[src/rtl/core/assert_macros.svh]
// assertion helpers shared by the rtl core files
// each check is compiled out when SYNTHESIS is defined
`ifndef ASSERT_MACROS_SVH
`define ASSERT_MACROS_SVH

`ifndef SYNTHESIS
// check that is switched off while reset is high
`define CHK_ASSERT(name, clk, rst, prop, msg) \
  name: assert property (@(posedge clk) disable iff (rst) prop) else $error(msg);
// check that also runs through reset
`define CHK_ASSERT_ALWAYS(name, clk, prop, msg) \
  name: assert property (@(posedge clk) prop) else $error(msg);
`else
`define CHK_ASSERT(name, clk, rst, prop, msg)
`define CHK_ASSERT_ALWAYS(name, clk, prop, msg)
`endif

`endif

[src/rtl/core/mcp_pkg.sv]
// ----------------------------------------------------------------------------
// mcp_pkg
// types and constants of the midi chunk header parser
// ----------------------------------------------------------------------------
`timescale 1ns / 1ps

package mcp_pkg;

  // one file byte with its framing flags
  typedef struct packed {
    logic       start_of_file;
    logic [7:0] data_byte;
    logic       stream_ended;
  } in_word_t;

  // one parser report
  typedef struct packed {
    logic [1:0]  result_kind;
    logic [15:0] format_type;
    logic [15:0] track_total;
    logic [15:0] ticks_per_beat;
    logic [15:0] track_number;
    logic [31:0] body_offset;
    logic [31:0] body_length;
    logic        finished;
    logic        error_code;
  } out_word_t;

  localparam logic [1:0] KIND_HEADER   = 2'd0;
  localparam logic [1:0] KIND_TRACK    = 2'd1;
  localparam logic [1:0] KIND_COMPLETE = 2'd2;
  localparam logic [1:0] KIND_ERROR    = 2'd3;

  localparam logic ERR_INVALID_FORMAT = 1'b0;
  localparam logic ERR_END_OF_STREAM  = 1'b1;

  localparam logic [31:0] HEADER_SIZE = 32'd6;

  // byte idx of "MThd" (is_trk = 0) or "MTrk" (is_trk = 1)
  function automatic logic [7:0] magic_byte(input logic is_trk, input logic [1:0] idx);
    logic [7:0] b;
    case (idx)
      2'd0:    b = 8'h4D;
      2'd1:    b = 8'h54;
      2'd2:    b = is_trk ? 8'h72 : 8'h68;
      default: b = is_trk ? 8'h6B : 8'h64;
    endcase
    return b;
  endfunction

endpackage

[src/rtl/core/midi_chunk_header_parser_top.sv]
// ----------------------------------------------------------------------------
// midi_chunk_header_parser_top
// byte-serial parser of standard midi file chunk headers
// ----------------------------------------------------------------------------
// usage:
//   src channel: one word per file byte (valid/ready). start_of_file restarts
//   the parser with this word's byte as file byte 0; stream_ended marks the
//   end of the stream and its data byte is ignored.
//   res channel: at most one word per src word - header info, a track record
//   (index, body offset, body length), parse complete, or an error code.
//   throughput: one src word per cycle while src ready is high; the parser
//   state updates on each accepted word and its result is registered.
//   res words leave through a two-entry output stage (output register plus a
//   skid register), so src words keep flowing while one result waits; src
//   ready drops only while the skid register is occupied.
//   reset (rst, synchronous): parser idle until a start_of_file word, both
//   output entries empty. words seen before any start, after completion or
//   after an error are dropped without a result.
// ----------------------------------------------------------------------------
`timescale 1ns / 1ps
`include "assert_macros.svh"

module midi_chunk_header_parser_top #(
  parameter int POSITION_BITS = 32
) (
  input  logic              clk,
  input  logic              rst,
  input  logic              src_valid,
  output logic              src_ready,
  input  mcp_pkg::in_word_t src_word,
  output logic              res_valid,
  input  logic              res_ready,
  output mcp_pkg::out_word_t res_word
);

  typedef enum logic [3:0] {
    PH_IDLE,
    PH_HMAGIC,
    PH_HSIZE,
    PH_HWORDS,
    PH_CMAGIC,
    PH_CSIZE,
    PH_SKIP,
    PH_DONE,
    PH_FAIL
  } phase_t;

  localparam logic [POSITION_BITS-1:0] POS_ONE = POSITION_BITS'(1);

  // parser state
  phase_t                   phase;
  logic [2:0]               byte_count;
  logic [31:0]              gather_word;
  logic                     magic_is_track;
  logic [15:0]              declared_tracks;
  logic [15:0]              found_tracks;
  logic [POSITION_BITS-1:0] file_position;
  logic [31:0]              skip_remaining;

  phase_t                   phase_next;
  logic [2:0]               byte_count_next;
  logic [31:0]              gather_word_next;
  logic                     magic_is_track_next;
  logic [15:0]              declared_tracks_next;
  logic [15:0]              found_tracks_next;
  logic [POSITION_BITS-1:0] file_position_next;
  logic [31:0]              skip_remaining_next;

  // output stage
  logic               skid_valid;
  mcp_pkg::out_word_t skid_word;

  logic               src_fire;
  logic               res_hit;
  mcp_pkg::out_word_t res_next;

  // skid register free means a result of this cycle always has a place
  assign src_ready = !skid_valid;
  assign src_fire  = src_valid && src_ready;

  // parser step for the current src word
  always_comb begin
    logic [31:0] shifted;
    logic        hit;
    logic        mt_new;
    logic [15:0] ft_inc;
    logic [31:0] skip_dec;

    // a start wipes the state before this byte is looked at
    if (src_word.start_of_file) begin
      phase_next           = PH_HMAGIC;
      byte_count_next      = 3'd0;
      gather_word_next     = 32'd0;
      magic_is_track_next  = 1'b0;
      declared_tracks_next = 16'd0;
      found_tracks_next    = 16'd0;
      file_position_next   = '0;
      skip_remaining_next  = 32'd0;
    end else begin
      phase_next           = phase;
      byte_count_next      = byte_count;
      gather_word_next     = gather_word;
      magic_is_track_next  = magic_is_track;
      declared_tracks_next = declared_tracks;
      found_tracks_next    = found_tracks;
      file_position_next   = file_position;
      skip_remaining_next  = skip_remaining;
    end

    res_hit  = 1'b0;
    res_next = '0;

    shifted  = {gather_word_next[23:0], src_word.data_byte};
    hit      = (src_word.data_byte ==
                mcp_pkg::magic_byte(phase_next == PH_CMAGIC, byte_count_next[1:0]));
    mt_new   = ((byte_count_next == 3'd0) ? 1'b1 : magic_is_track_next) & hit;
    ft_inc   = 16'(found_tracks_next + 16'd1);
    skip_dec = 32'(skip_remaining_next - 32'd1);

    if (phase_next == PH_IDLE || phase_next == PH_DONE || phase_next == PH_FAIL) begin
      // dropped
    end else if (src_word.stream_ended) begin
      res_hit              = 1'b1;
      res_next.result_kind = mcp_pkg::KIND_ERROR;
      res_next.error_code  = (phase_next == PH_HMAGIC || phase_next == PH_HSIZE ||
                              phase_next == PH_CMAGIC) ? mcp_pkg::ERR_INVALID_FORMAT
                                                       : mcp_pkg::ERR_END_OF_STREAM;
      phase_next           = PH_FAIL;
    end else begin
      file_position_next = file_position_next + POS_ONE;
      case (phase_next)
        PH_HMAGIC, PH_CMAGIC: begin
          magic_is_track_next = mt_new;
          if (byte_count_next < 3'd3) begin
            byte_count_next = byte_count_next + 3'd1;
          end else begin
            byte_count_next  = 3'd0;
            gather_word_next = 32'd0;
            if (phase_next == PH_HMAGIC) begin
              if (!mt_new) begin
                res_hit              = 1'b1;
                res_next.result_kind = mcp_pkg::KIND_ERROR;
                res_next.error_code  = mcp_pkg::ERR_INVALID_FORMAT;
                phase_next           = PH_FAIL;
              end else begin
                magic_is_track_next = 1'b0;
                phase_next          = PH_HSIZE;
              end
            end else begin
              phase_next = PH_CSIZE;
            end
          end
        end
        PH_HSIZE: begin
          gather_word_next = shifted;
          if (byte_count_next < 3'd3) begin
            byte_count_next = byte_count_next + 3'd1;
          end else begin
            byte_count_next = 3'd0;
            if (shifted != mcp_pkg::HEADER_SIZE) begin
              res_hit              = 1'b1;
              res_next.result_kind = mcp_pkg::KIND_ERROR;
              res_next.error_code  = mcp_pkg::ERR_INVALID_FORMAT;
              phase_next           = PH_FAIL;
            end else begin
              gather_word_next = 32'd0;
              phase_next       = PH_HWORDS;
            end
          end
        end
        PH_HWORDS: begin
          // format and track count fill the word, the timebase overwrites its low half
          if (byte_count_next < 3'd4) begin
            gather_word_next = shifted;
            if (byte_count_next == 3'd3) begin
              declared_tracks_next = shifted[15:0];
            end
          end else begin
            gather_word_next = {gather_word_next[31:16], gather_word_next[7:0],
                                src_word.data_byte};
          end
          if (byte_count_next < 3'd5) begin
            byte_count_next = byte_count_next + 3'd1;
          end else begin
            byte_count_next         = 3'd0;
            phase_next              = (declared_tracks_next == 16'd0) ? PH_DONE : PH_CMAGIC;
            res_hit                 = 1'b1;
            res_next.result_kind    = mcp_pkg::KIND_HEADER;
            res_next.format_type    = gather_word_next[31:16];
            res_next.track_total    = declared_tracks_next;
            res_next.ticks_per_beat = gather_word_next[15:0];
            res_next.finished       = (declared_tracks_next == 16'd0);
          end
        end
        PH_CSIZE: begin
          if (byte_count_next < 3'd3) begin
            gather_word_next = shifted;
            byte_count_next  = byte_count_next + 3'd1;
          end else begin
            byte_count_next  = 3'd0;
            gather_word_next = 32'd0;
            if (magic_is_track_next) begin
              res_hit               = 1'b1;
              res_next.result_kind  = mcp_pkg::KIND_TRACK;
              res_next.track_number = found_tracks_next;
              res_next.body_offset  = 32'(file_position_next);
              res_next.body_length  = shifted;
              res_next.finished     = (shifted == 32'd0) && (ft_inc == declared_tracks_next);
              found_tracks_next     = ft_inc;
            end
            magic_is_track_next = 1'b0;
            if (shifted == 32'd0) begin
              phase_next = (found_tracks_next == declared_tracks_next) ? PH_DONE : PH_CMAGIC;
            end else begin
              skip_remaining_next = shifted;
              phase_next          = PH_SKIP;
            end
          end
        end
        PH_SKIP: begin
          skip_remaining_next = skip_dec;
          if (skip_dec == 32'd0) begin
            if (found_tracks_next == declared_tracks_next) begin
              phase_next           = PH_DONE;
              res_hit              = 1'b1;
              res_next.result_kind = mcp_pkg::KIND_COMPLETE;
              res_next.finished    = 1'b1;
            end else begin
              phase_next = PH_CMAGIC;
            end
          end
        end
        default: begin
          // idle, done and fail never reach here
        end
      endcase
    end
  end

  // parser state and output stage
  always_ff @(posedge clk) begin
    if (rst) begin
      phase           <= PH_IDLE;
      byte_count      <= 3'd0;
      gather_word     <= 32'd0;
      magic_is_track  <= 1'b0;
      declared_tracks <= 16'd0;
      found_tracks    <= 16'd0;
      file_position   <= '0;
      skip_remaining  <= 32'd0;
      res_valid       <= 1'b0;
      skid_valid      <= 1'b0;
    end else begin
      if (src_fire) begin
        phase           <= phase_next;
        byte_count      <= byte_count_next;
        gather_word     <= gather_word_next;
        magic_is_track  <= magic_is_track_next;
        declared_tracks <= declared_tracks_next;
        found_tracks    <= found_tracks_next;
        file_position   <= file_position_next;
        skip_remaining  <= skip_remaining_next;
      end
      if (res_valid && res_ready) begin
        // output taken: refill from skid first, else from the new result
        if (skid_valid) begin
          res_word   <= skid_word;
          skid_valid <= 1'b0;
        end else if (src_fire && res_hit) begin
          res_word <= res_next;
        end else begin
          res_valid <= 1'b0;
        end
      end else if (res_valid) begin
        // receiver stalled: park the new result
        if (src_fire && res_hit) begin
          skid_word  <= res_next;
          skid_valid <= 1'b1;
        end
      end else if (src_fire && res_hit) begin
        res_word  <= res_next;
        res_valid <= 1'b1;
      end
    end
  end

  `CHK_ASSERT(a_skid_behind_out, clk, rst, skid_valid |-> res_valid, "skid holds a word while output is empty")
  `CHK_ASSERT_ALWAYS(a_reset_empties, clk, $past(rst) |-> (!res_valid && !skid_valid), "output not empty after reset")
  `CHK_ASSERT(a_skip_nonzero, clk, rst, (phase == PH_SKIP) |-> (skip_remaining != 32'd0), "skip phase with nothing to skip")
  `CHK_ASSERT(a_done_all_tracks, clk, rst, (phase == PH_DONE) |-> (found_tracks == declared_tracks), "parse done with tracks missing")
  `CHK_ASSERT(a_count_range, clk, rst, (phase != PH_HWORDS && phase != PH_FAIL) |-> (byte_count <= 3'd3), "byte count too big")

endmodule

[config.mk]
export PLATFORM = sky130hd
export DESIGN_NAME = midi_chunk_header_parser_top
export DESIGN_NICKNAME = d
export VERILOG_FILES = /design/src/rtl/core/mcp_pkg.sv /design/src/rtl/core/midi_chunk_header_parser_top.sv
export VERILOG_INCLUDE_DIRS = /design/src /design/src/rtl/core
export SDC_FILE = /design/constraint.sdc
export NUM_CORES = 1
export LEC_CHECK = 0
export ABC_AREA = 1
export BUFFER_PORTS_ARGS = -buffer_cell sky130_fd_sc_hd__clkbuf_2
export CORE_ASPECT_RATIO = 1.4
export CORE_MARGIN = 10
export CORE_UTILIZATION = 40
export CTS_CLUSTER_SIZE = 40
export DETAILED_ROUTE_END_ITERATION = 10
export SLEW_MARGIN = 20
export SYNTH_ARGS = -nofsm -noshare
export SYNTH_HDL_FRONTEND = slang
export SYNTH_SLANG_ARGS = --single-unit
[constraint.sdc]
create_clock -name clk -period 10.98 [get_ports clk]
set_clock_uncertainty 0.05 [all_clocks]
set_input_delay 0.549 -clock clk [delete_from_list [all_inputs] [get_ports clk]]
set_output_delay 0.549 -clock clk [all_outputs]
set_load 0.05 [all_outputs]
# --- Word level (Yosys, flattened, before mapping) ---
# Cells that the tools add are included.
# Widths: inputs -> output; s select.
classes:
  addsub: 4
  multipliers: 0
  n_div: 0
  n_lt_le_gt_ge: 3
  eq_ne: 19
  shift: 0
  muxes: 114
  bitwise_logic: 3
  reduce_logical: 22
ops:
  columns: ["op", "n"]
  rows:
  - ["$mux 132", 5]
  - ["$mux 32", 16]
  - ["$mux 16", 19]
  - ["$mux 81", 2]
  - ["$mux 129", 1]
  - ["$pmux 32 s4", 1]
  - ["$mux 48", 2]
  - ["$mux 80", 1]
  - ["$logic_not 32->1", 2]
  - ["$pmux 32 s2", 1]
  - ["$eq 16x16->1", 3]
  - ["$mux 4", 12]
  - ["$add 32x1->32 const B", 1]
  - ["$ne 32x3->1 const B", 1]
  - ["$sub 32x1->32 const B", 1]
  - ["$mux 1", 29]
  - ["$mux 2", 12]
  - ["$pmux 4 s5", 1]
  - ["$pmux 6 s3", 1]
  - ["$add 16x1->16 const B", 1]
  - ["$eq 4x3->1 const B", 4]
  - ["$logic_not 16->1", 1]
  - ["$mux 3", 5]
  - ["$pmux 2 s5", 1]
  - ["29 further kinds", 42]
totals:
  regBits: 402
  latch_bits: 0
  ramBits: 0
  mem_bits_ro: 0
  out_inout_bits: 134
  elab_cells: 193
  n_memories: 0

# --- Logic depth before layout (Yosys ltp) ---
# Gate-level depths: netlist of the first run.
depth:
  ltp_word: 16
  ltp_mapped: 29
  depth_no_buf: 24

# --- Worst setup path before layout of the first run ---
# No wires, ideal clock.
synth_timing:
  path_kind: "input-to-reg"
  from: "input port src_word[9] (netlist name)"
  to: "register skid_word[0] (netlist name), enable pin"
  setup_ps: 626
  t_arrival_ps: 9193
  required_time_ps: 10304
  path_slack_ps: 1112
  cell_stages: 27
  n_path_buf: 9
  path_cell_list: "buf_6 -> inv_6 -> buf_6 -> buf_6 -> buf_2 -> buf_1 -> buf_1 -> nand2_1 -> ha_1 -> nand3_2 -> nor2_1 -> nand2_1 -> clkinv_1 -> nand2_1 -> nand2_1 -> nand2_1 -> nand2_1 -> nor2_1 -> nand2_1 -> nor2_2 -> nand4_2 -> nand3_2 -> buf_6 -> buf_8 -> buf_6 -> nand3_1 -> nor2_1"
synth_via:
  elab_chain_cells: 14
  elab_cells_between_ends: 50
  classes_between: "1 x add/sub; 2 x order compare; 13 x eq/ne; 24 x mux; 1 x bitwise; 9 x reduce/logical"
synth_rtl:
  columns: ["element", "line_no", "text"]
  rows:
  - ["start, declared", "midi_chunk_header_parser_top.sv:30", "input mcp_pkg::in_word_t src_word,"]
  - ["parallel branches: the longest is 11 deep, another holds $sub 32x1->32", null, null]
  - ["$mux 1 *", "midi_chunk_header_parser_top.sv:120", "if (phase_next == PH_IDLE || phase_next == PH_DONE || phase_next == PH_FAIL) begin"]
  - ["$logic_and 1x1->1 *", "midi_chunk_header_parser_top.sv:276", "if (src_fire && res_hit) begin"]
  - ["$reduce_and 4->1 (no source line) *", null, null]
  - ["end signal, assigned", "midi_chunk_header_parser_top.sv:277", "skid_word <= res_next;"]
  - ["end, declared", "midi_chunk_header_parser_top.sv:71", "mcp_pkg::out_word_t skid_word;"]
# Mark *: on every way between the ends.
# A chain may end at the register's enable or synchronous reset.

# --- Worst setup path in the final report of the first run ---
layout_timing:
  from: "input port src_word[9] (netlist name)"
  to: "register skid_word[84] (netlist name), enable pin"
# Same word-level chain as after synthesis.

==> results of run 1 <==
-- worst max-delay path, cell delays in order --
cell and delay, ps:
clkbuf_2 80, buf_4 270, inv_6 410, buf_4 660, nand3_2 200, nor3_4 770
nand2_1 180, nor2_1 260, inv_2 40, buf_4 280, nand2_1 120, nor2_1 70
nand3_4 350, buf_4 620, nand3_1 270, nor2_4 220, buf_12 400
-- flip-flops by register name (all words and copies together) (netlist names), 3 cells and up --
signal	cells
res_word	132
skid_word	132
file_position	32
gather_word	32
skip_remaining	32
declared_tracks	16
found_tracks	16
phase	4
byte_count	3
-- placed cells by master, fill, tap and decap left out, drive strengths merged, types with 51 or more instances in the layout --
| cell | instances |
|---|---|
| o211ai | 75 |
| nor2 | 679 |
| nand2 | 814 |
| nand3 | 346 |
| a21oi | 163 |
| clkbuf | 198 |
| nor3 | 51 |
| dfxtp | 138 |
| edfxtp | 264 |
| nand4 | 51 |
| inv | 359 |
| o21ai | 179 |
| a21boi | 69 |
-- where the power goes --
part / switching (mW) / leakage, nW / internal, mW
clock network: 0.670 / 0.701 / 0.854
logic: 0.491 / 7.54 / 0.137
registers: 0.0445 / 3.64 / 1.68
total: 1.21 / 11.9 / 2.68
-- layer usage --
| layer | part of all wire, % | track usage (%) |
|---|---|---|
| met1 | 42 | 30.6 |
| met2 | 47 | 39.2 |
| met5 | 0.014 | 0 |
| met3 | 6.6 | 2.84 |
| met4 | 4.9 | 10.7 |
-- how the worst max path moves through the flow --
stage,from,cells after the start,end,slack [ps]
global route,src_word[9],17,skid_word[108],4470
finish,src_word[9],17,skid_word[84],4800
floorplan,src_word[9],27,skid_word[0],1110
detailed placement,src_word[9],17,skid_word[109],4360
global placement,src_word[9],17,skid_word[108],4420
CTS,src_word[9],17,skid_word[111],4990
-- cell families after synthesis --
kind of cell    synth area share [%]
simple gates                    33.6
buf+inv                         9.25
compound gates                  13.3
flops                           42.4
xor+xnor                        1.01
fa+ha+maj                      0.447
-- through the flow --
| stage | instance area [µm²] | setup WS [ps] | cells | power [mW] | util (%) |
|---|---|---|---|---|---|
| 3_5_place_dp | 26300 | 4360 | 4361 | 2.39 | 42.3 |
| 2_1_floorplan | 25200 | 1110 | 3560 | 2.22 | - |
| 5_1_grt | 27700 | 4470 | 4443 | 4.01 | 44.6 |
| 4_1_cts | 27700 | 4990 | 4443 | 3.91 | 44.6 |
| 6_report | 27700 | 4800 | 4443 | 3.88 | 44.6 |
| 3_3_place_gp | 26300 | 4420 | 4361 | 2.38 | 42.3 |
-- area by class of cell --
| class | count | area (µm²) | area share [%] |
|---|---|---|---|
| tap | 825 | 1030 | 3.72 |
| inverter | 361 | 1370 | 4.92 |
| clock buffer | 52 | 1150 | 4.15 |
| clock inverter | 30 | 294 | 1.06 |
| timing repair buffer | 176 | 968 | 3.49 |
| sequential | 402 | 10700 | 38.6 |
| multi-input combinational | 2597 | 12200 | 44.1 |
==> results.py, run 1 <==
metrics = {
    "critical_path": {
        "worst-path-max-fanout": 129,
        "critical_path_arrival_ps": 6340,
        "crit_type": "input port to register",
        "crit_path_end_kind": "register",
        "cp-start-kind": "input port",
        "r2r_end": "skid_word[84]",
        "required_ps": 11140,
        "reg2reg_from": "phase[0]",
        "rr_worst_depth": 15,
        "r2r_slack_ps": 5810,
    },
    "timing": {
        "whs_ps": 340,
        "min_period_ps": 6180,
        "timing.setup.tns_ps": 0,
        "rsz0062_at_grt": "no",
        "finalMaxSlewViolations": 0,
        "slew_headroom_pct": 25.4,
        "setup_viol": 0,
        "period_share_pct": 56.3,
        "max_freq_mhz": 162,
        "finalHoldViolCount": 0,
        "worstMarginPinSlew_ps": 1100,
    },
    "clocking": {
        "cts_buffers": 44,
        "cts_sinks": 402,
        "clk_latency_ps": 600,
        "clk_pin_slew_ps": 60,
        "cts_max_path_buffers": 3,
        "hold_buffers": 0,
        "cts_resized": 0,
        "post_cts_buffers": 0,
        "cts_max_level": 2,
        "clockRootBuffer": "clkbuf_16",
        "cts_tree": "done",
    },
    "die": {
        "row_count": 108,
        "core_area_mm2": 0.0622,
        "dieArea_mm2": 0.0735,
        "pin_count": 148,
        "die_w_um": 232,
        "initial_core_util_pct": 40.5,
        "die_h_um": 317,
    },
    "synth": {
        "ys_seq_area_share_pct": 42.4,
        "netlist_top_cells_area": "edfxtp_1 31%, nand2_1 12%, dfxtp_1 11%",
        "syn_inst": 3560,
        "syn_area_mm2": 0.0252,
        "synth_most_common_cell": "nand2_1",
        "synth.top_cell.area_share_pct": 31.5,
        "yosysWarnings": 0,
        "async_reset_ff_share_pct": 0,
        "ys_ff_latch": 402,
        "synth.distinct_cells": 56,
        "syn_avg_cell_area_um2": 7.07,
        "synth_common_cells": "801 x nand2_1, 665 x nor2_1, 343 x inv_1, 343 x nand3_1, 264 x edfxtp_1",
        "synth-main-ff-cell": "edfxtp_1",
        "syn_nets": 3583,
        "yosysTopAreaCell": "edfxtp_1",
        "synth_edf_count": 264,
    },
    "placement": {
        "globalplace.congestion": 0.985,
        "port_buffers": 147,
        "hpwl_um": 61900,
    },
    "hold_path": {
        "worstHoldStart": "src_word[4]",
        "min_path_type": "input port to register",
        "min_delay_path_depth": 3,
        "min_to": "gather_word[3]",
    },
    "global_routing": {
        "gr-total-overflow": 0,
        "grt_pass1_wl_um": 138000,
        "grt_usage_pct": 23.7,
        "grt_pass1_vias": 22900,
        "antenna_found_initial": 1,
        "grt_start_max_net_pins": 140,
    },
    "finish": {
        "fill_cells": 6506,
        "area_growth_pct": 10.1,
        "antenna_cells": 0,
        "fin_nets": 3605,
        "drive_gt1_share_pct": 9.51,
    },
    "drt": {
        "routed_wl_um": 89800,
        "route.detailed.drc": 0,
        "vias_per_cell": 5.52,
        "ant_nets": 0,
        "drt_iter0_drc": 2533,
        "via_count": 24500,
        "wl_per_cell_um": 20.2,
        "dr.pass1.iters": 7,
    },
    "power": {
        "ir_drop_mv": 0.102,
        "leakagePower_nw": 11.9,
        "p_per_area_mw_per_mm2": 140,
    },
    "run_status": {
        "outcome": "finished clean",
    },
    "job": {
        "cap_violations": 0,
    },
}
No activity file was read; power rests on OpenSTA's default activity.
==> run 2: changes to the inputs <==
- ABC_AREA: 1 -> 0
- clock period: 10.98 -> 5.1 ns (I/O delays scaled with it)
==> results.py, run 2 <==
metrics = {
    "run_status": {
        "outcome": "finished clean",
    },
    "clocking": {
        "cts_max_level": 2,
        "clk_latency_ps": 550,
        "cts_resized": 0,
        "cts_tree": "done",
        "cts_buffers": 40,
        "post_cts_buffers": 0,
        "hold_buffers": 0,
        "cts_max_path_buffers": 3,
        "cts_sinks": 402,
        "clockRootBuffer": "clkbuf_16",
        "clk_pin_slew_ps": 70,
    },
    "power": {
        "ir_drop_mv": 0.197,
        "leakagePower_nw": 8.40,
        "p_per_area_mw_per_mm2": 311,
        "pwr-share-clk_pct": 39.7,
        "p_comb_share_pct": 12.1,
        "p_sw_share_pct": 27.5,
        "p_int_mw": 5.51,
        "seqPwrFrac_pct": 48.3,
        "power_switching_mw": 2.09,
    },
    "critical_path": {
        "slowest_delay_ps": 770,
        "crit_path_top_delay_cell": "or4_1",
        "critical_path_arrival_ps": 4750,
        "crit_path_end_kind": "register",
        "crit_top_cell": "buf_12",
        "cp-start-kind": "register",
        "cp_num_buf_inv": 2,
        "crit_family": "simple AND/OR/NAND/NOR gates",
        "crit_type": "register to register",
        "worst-path-max-fanout": 58,
        "crit_chain": "or4_1 > nor3_1 > and3_1 > a31oi_1 > or4b_4 > nor4_2 > a21oi_4 > nor4b_4 > buf_12 > buf_12",
        "required_ps": 5260,
    },
    "die": {
        "initial_core_util_pct": 40.5,
        "core_area_mm2": 0.0533,
        "die_h_um": 295,
        "die_w_um": 216,
        "dieArea_mm2": 0.0638,
        "pin_count": 148,
        "row_count": 100,
    },
    "global_routing": {
        "grtUsageMet1_pct": 27.8,
        "antenna_found_initial": 1,
        "globalRoute.busiestLayer": "met2",
        "gr-total-overflow": 0,
        "grt_pass1_vias": 18400,
        "grt_pass1_wl_um": 114000,
        "met3_usage_pct": 3.86,
        "grt_start_max_net_pins": 135,
        "grt_util_met2_pct": 38.3,
        "grt_usage_pct": 22.5,
    },
    "placement": {
        "hpwl_um": 50800,
        "port_buffers": 147,
        "globalplace.congestion": 0.990,
        "placed_cell_area_mm2": 0.0231,
        "dpl.cell_count": 3044,
    },
    "drt": {
        "wl_per_cell_um": 23.8,
        "dr.pass1.iters": 5,
        "via_count": 18800,
        "drt_iter0_drc": 1597,
        "ant_nets": 0,
        "route.detailed.drc": 0,
        "vias_per_cell": 6.02,
        "routed_wl_um": 74300,
    },
    "synth": {
        "synth_top_family_by_area": "simple AND/OR/NAND/NOR gates",
        "synth.mux.area_fraction_pct": 2.51,
        "ys_ff_latch": 402,
        "synth_edf_count": 264,
        "synth.distinct_cells": 75,
        "synth_adder_area_share_pct": 0.521,
        "synth_simple_gate_area_share_pct": 22.4,
        "synth.top_cell.area_share_pct": 36.7,
        "yosysTopAreaCell": "edfxtp_1",
        "async_reset_ff_share_pct": 0,
        "syn_nets": 2354,
        "synth-xor-area-share_pct": 3.97,
        "yosysWarnings": 0,
        "ys_seq_area_share_pct": 49.5,
        "syn_inst": 2331,
        "syn_area_mm2": 0.0216,
        "synth-main-ff-cell": "edfxtp_1",
        "synth_common_cells": "430 x nor2_1, 264 x edfxtp_1, 175 x clkbuf_1",
        "syn_avg_cell_area_um2": 9.26,
        "netlist_top_cells_area": "edfxtp_1 37%, dfxtp_1 13%, nor2_1 7.5%",
        "synth_compound_area_share_pct": 16.8,
        "synth_most_common_cell": "nor2_1",
    },
    "finish": {
        "reg_top3": "res_word: 132 flops, skid_word: 132 flops",
        "fill_cells": 5163,
        "drive_gt1_share_pct": 13.4,
        "fin_cells": 3117,
        "antenna_cells": 0,
        "final_area_mm2": 0.0244,
        "final_common_cell": "nor2_1",
        "fin_nets": 2395,
        "final_cell_mix": "424 x nor2_1, 264 x edfxtp_1, 154 x nand2_1, 145 x clkbuf_2, 138 x dfxtp_1",
        "area_growth_pct": 13.0,
        "postLayoutCoreUtil_pct": 45.8,
    },
    "timing": {
        "finalMaxSlewViolations": 0,
        "slew_headroom_pct": 28.1,
        "min_period_ps": 4590,
        "rsz0062_at_grt": "no",
        "finalHoldViolCount": 0,
        "setup_viol": 0,
        "worstMarginPinSlew_ps": 1080,
        "max_freq_mhz": 218,
        "period_share_pct": 90.1,
    },
    "job": {
        "cap_violations": 0,
    },
    "hold_path": {
        "min_path_type": "input port to register",
    },
}
run 2: cell count changes after synthesis, sizes merged, moves of 66 or more:
cell | before | now
a21boi | 69 | 3
a21oi | 163 | 91
a22oi | 3 | 130
and2 | 3 | 71
inv | 355 | 22
nand2 | 814 | 155
nand3 | 346 | 68
nor2 | 679 | 430
o211ai | 75 | 3
run 2: path summary, 6_finish.rpt:
path         slack [ps]         startpoint               to  cells after the start
max                 510  skip_remaining[5]    skid_word[67]                     10
min                  20          res_ready       skid_valid                      2
max reg2reg         510  skip_remaining[5]    skid_word[67]                     10
min reg2reg         450    gather_word[24]  gather_word[24]                      2
run 2: power groups by stage:
stage	registers (mW)	clock network, mW	logic, mW
after floorplan	4.03	0	0.346
after global placement	3.73	0	0.906
after detailed placement	3.73	0	0.919
after CTS	3.66	3.07	0.921
after global routing	3.67	3.17	0.972
final	3.66	3.01	0.916
run 2: per-layer routing:
| metal | up-vias | routed length, µm |
|---|---|---|
| li1 | 8612 | - |
| met1 | 9233 | 30100 |
| met2 | 748 | 36100 |
| met3 | 169 | 5220 |
| met4 | 2 | 2890 |
| met5 | - | 15 |
run 2: logic make-up after synthesis:
family / after synthesis
simple gates: 1005
compound gates: 531
flops: 402
buf+inv: 232
xor+xnor: 98
mux: 54
fa+ha+maj: 9
run 2: area by class of cell:
class / instances / area [µm²] / area share [%]
sequential: 402 / 10700 / 43.8
inverter: 22 / 87.6 / 0.359
timing repair buffer: 209 / 1290 / 5.30
clock inverter: 14 / 169 / 0.692
multi-input combinational: 1697 / 10100 / 41.5
clock buffer: 59 / 1140 / 4.68
tap: 714 / 893 / 3.66
run 2: per-stage QoR:
| step | worst slack, ps | TNS (ps) | total power, mW | hold slack, ps |
|---|---|---|---|---|
| after global routing | 279 | 0 | 7.82 | 35.3 |
| final | 507 | 0 | 7.59 | 17.9 |
| after CTS | 576 | 0 | 7.65 | 1.40 |
| after global placement | 475 | 0 | 4.64 | 430 |
| after floorplan | -3220 | -424510 | 4.38 | 300 |
| after detailed placement | 479 | 0 | 4.65 | 437 |
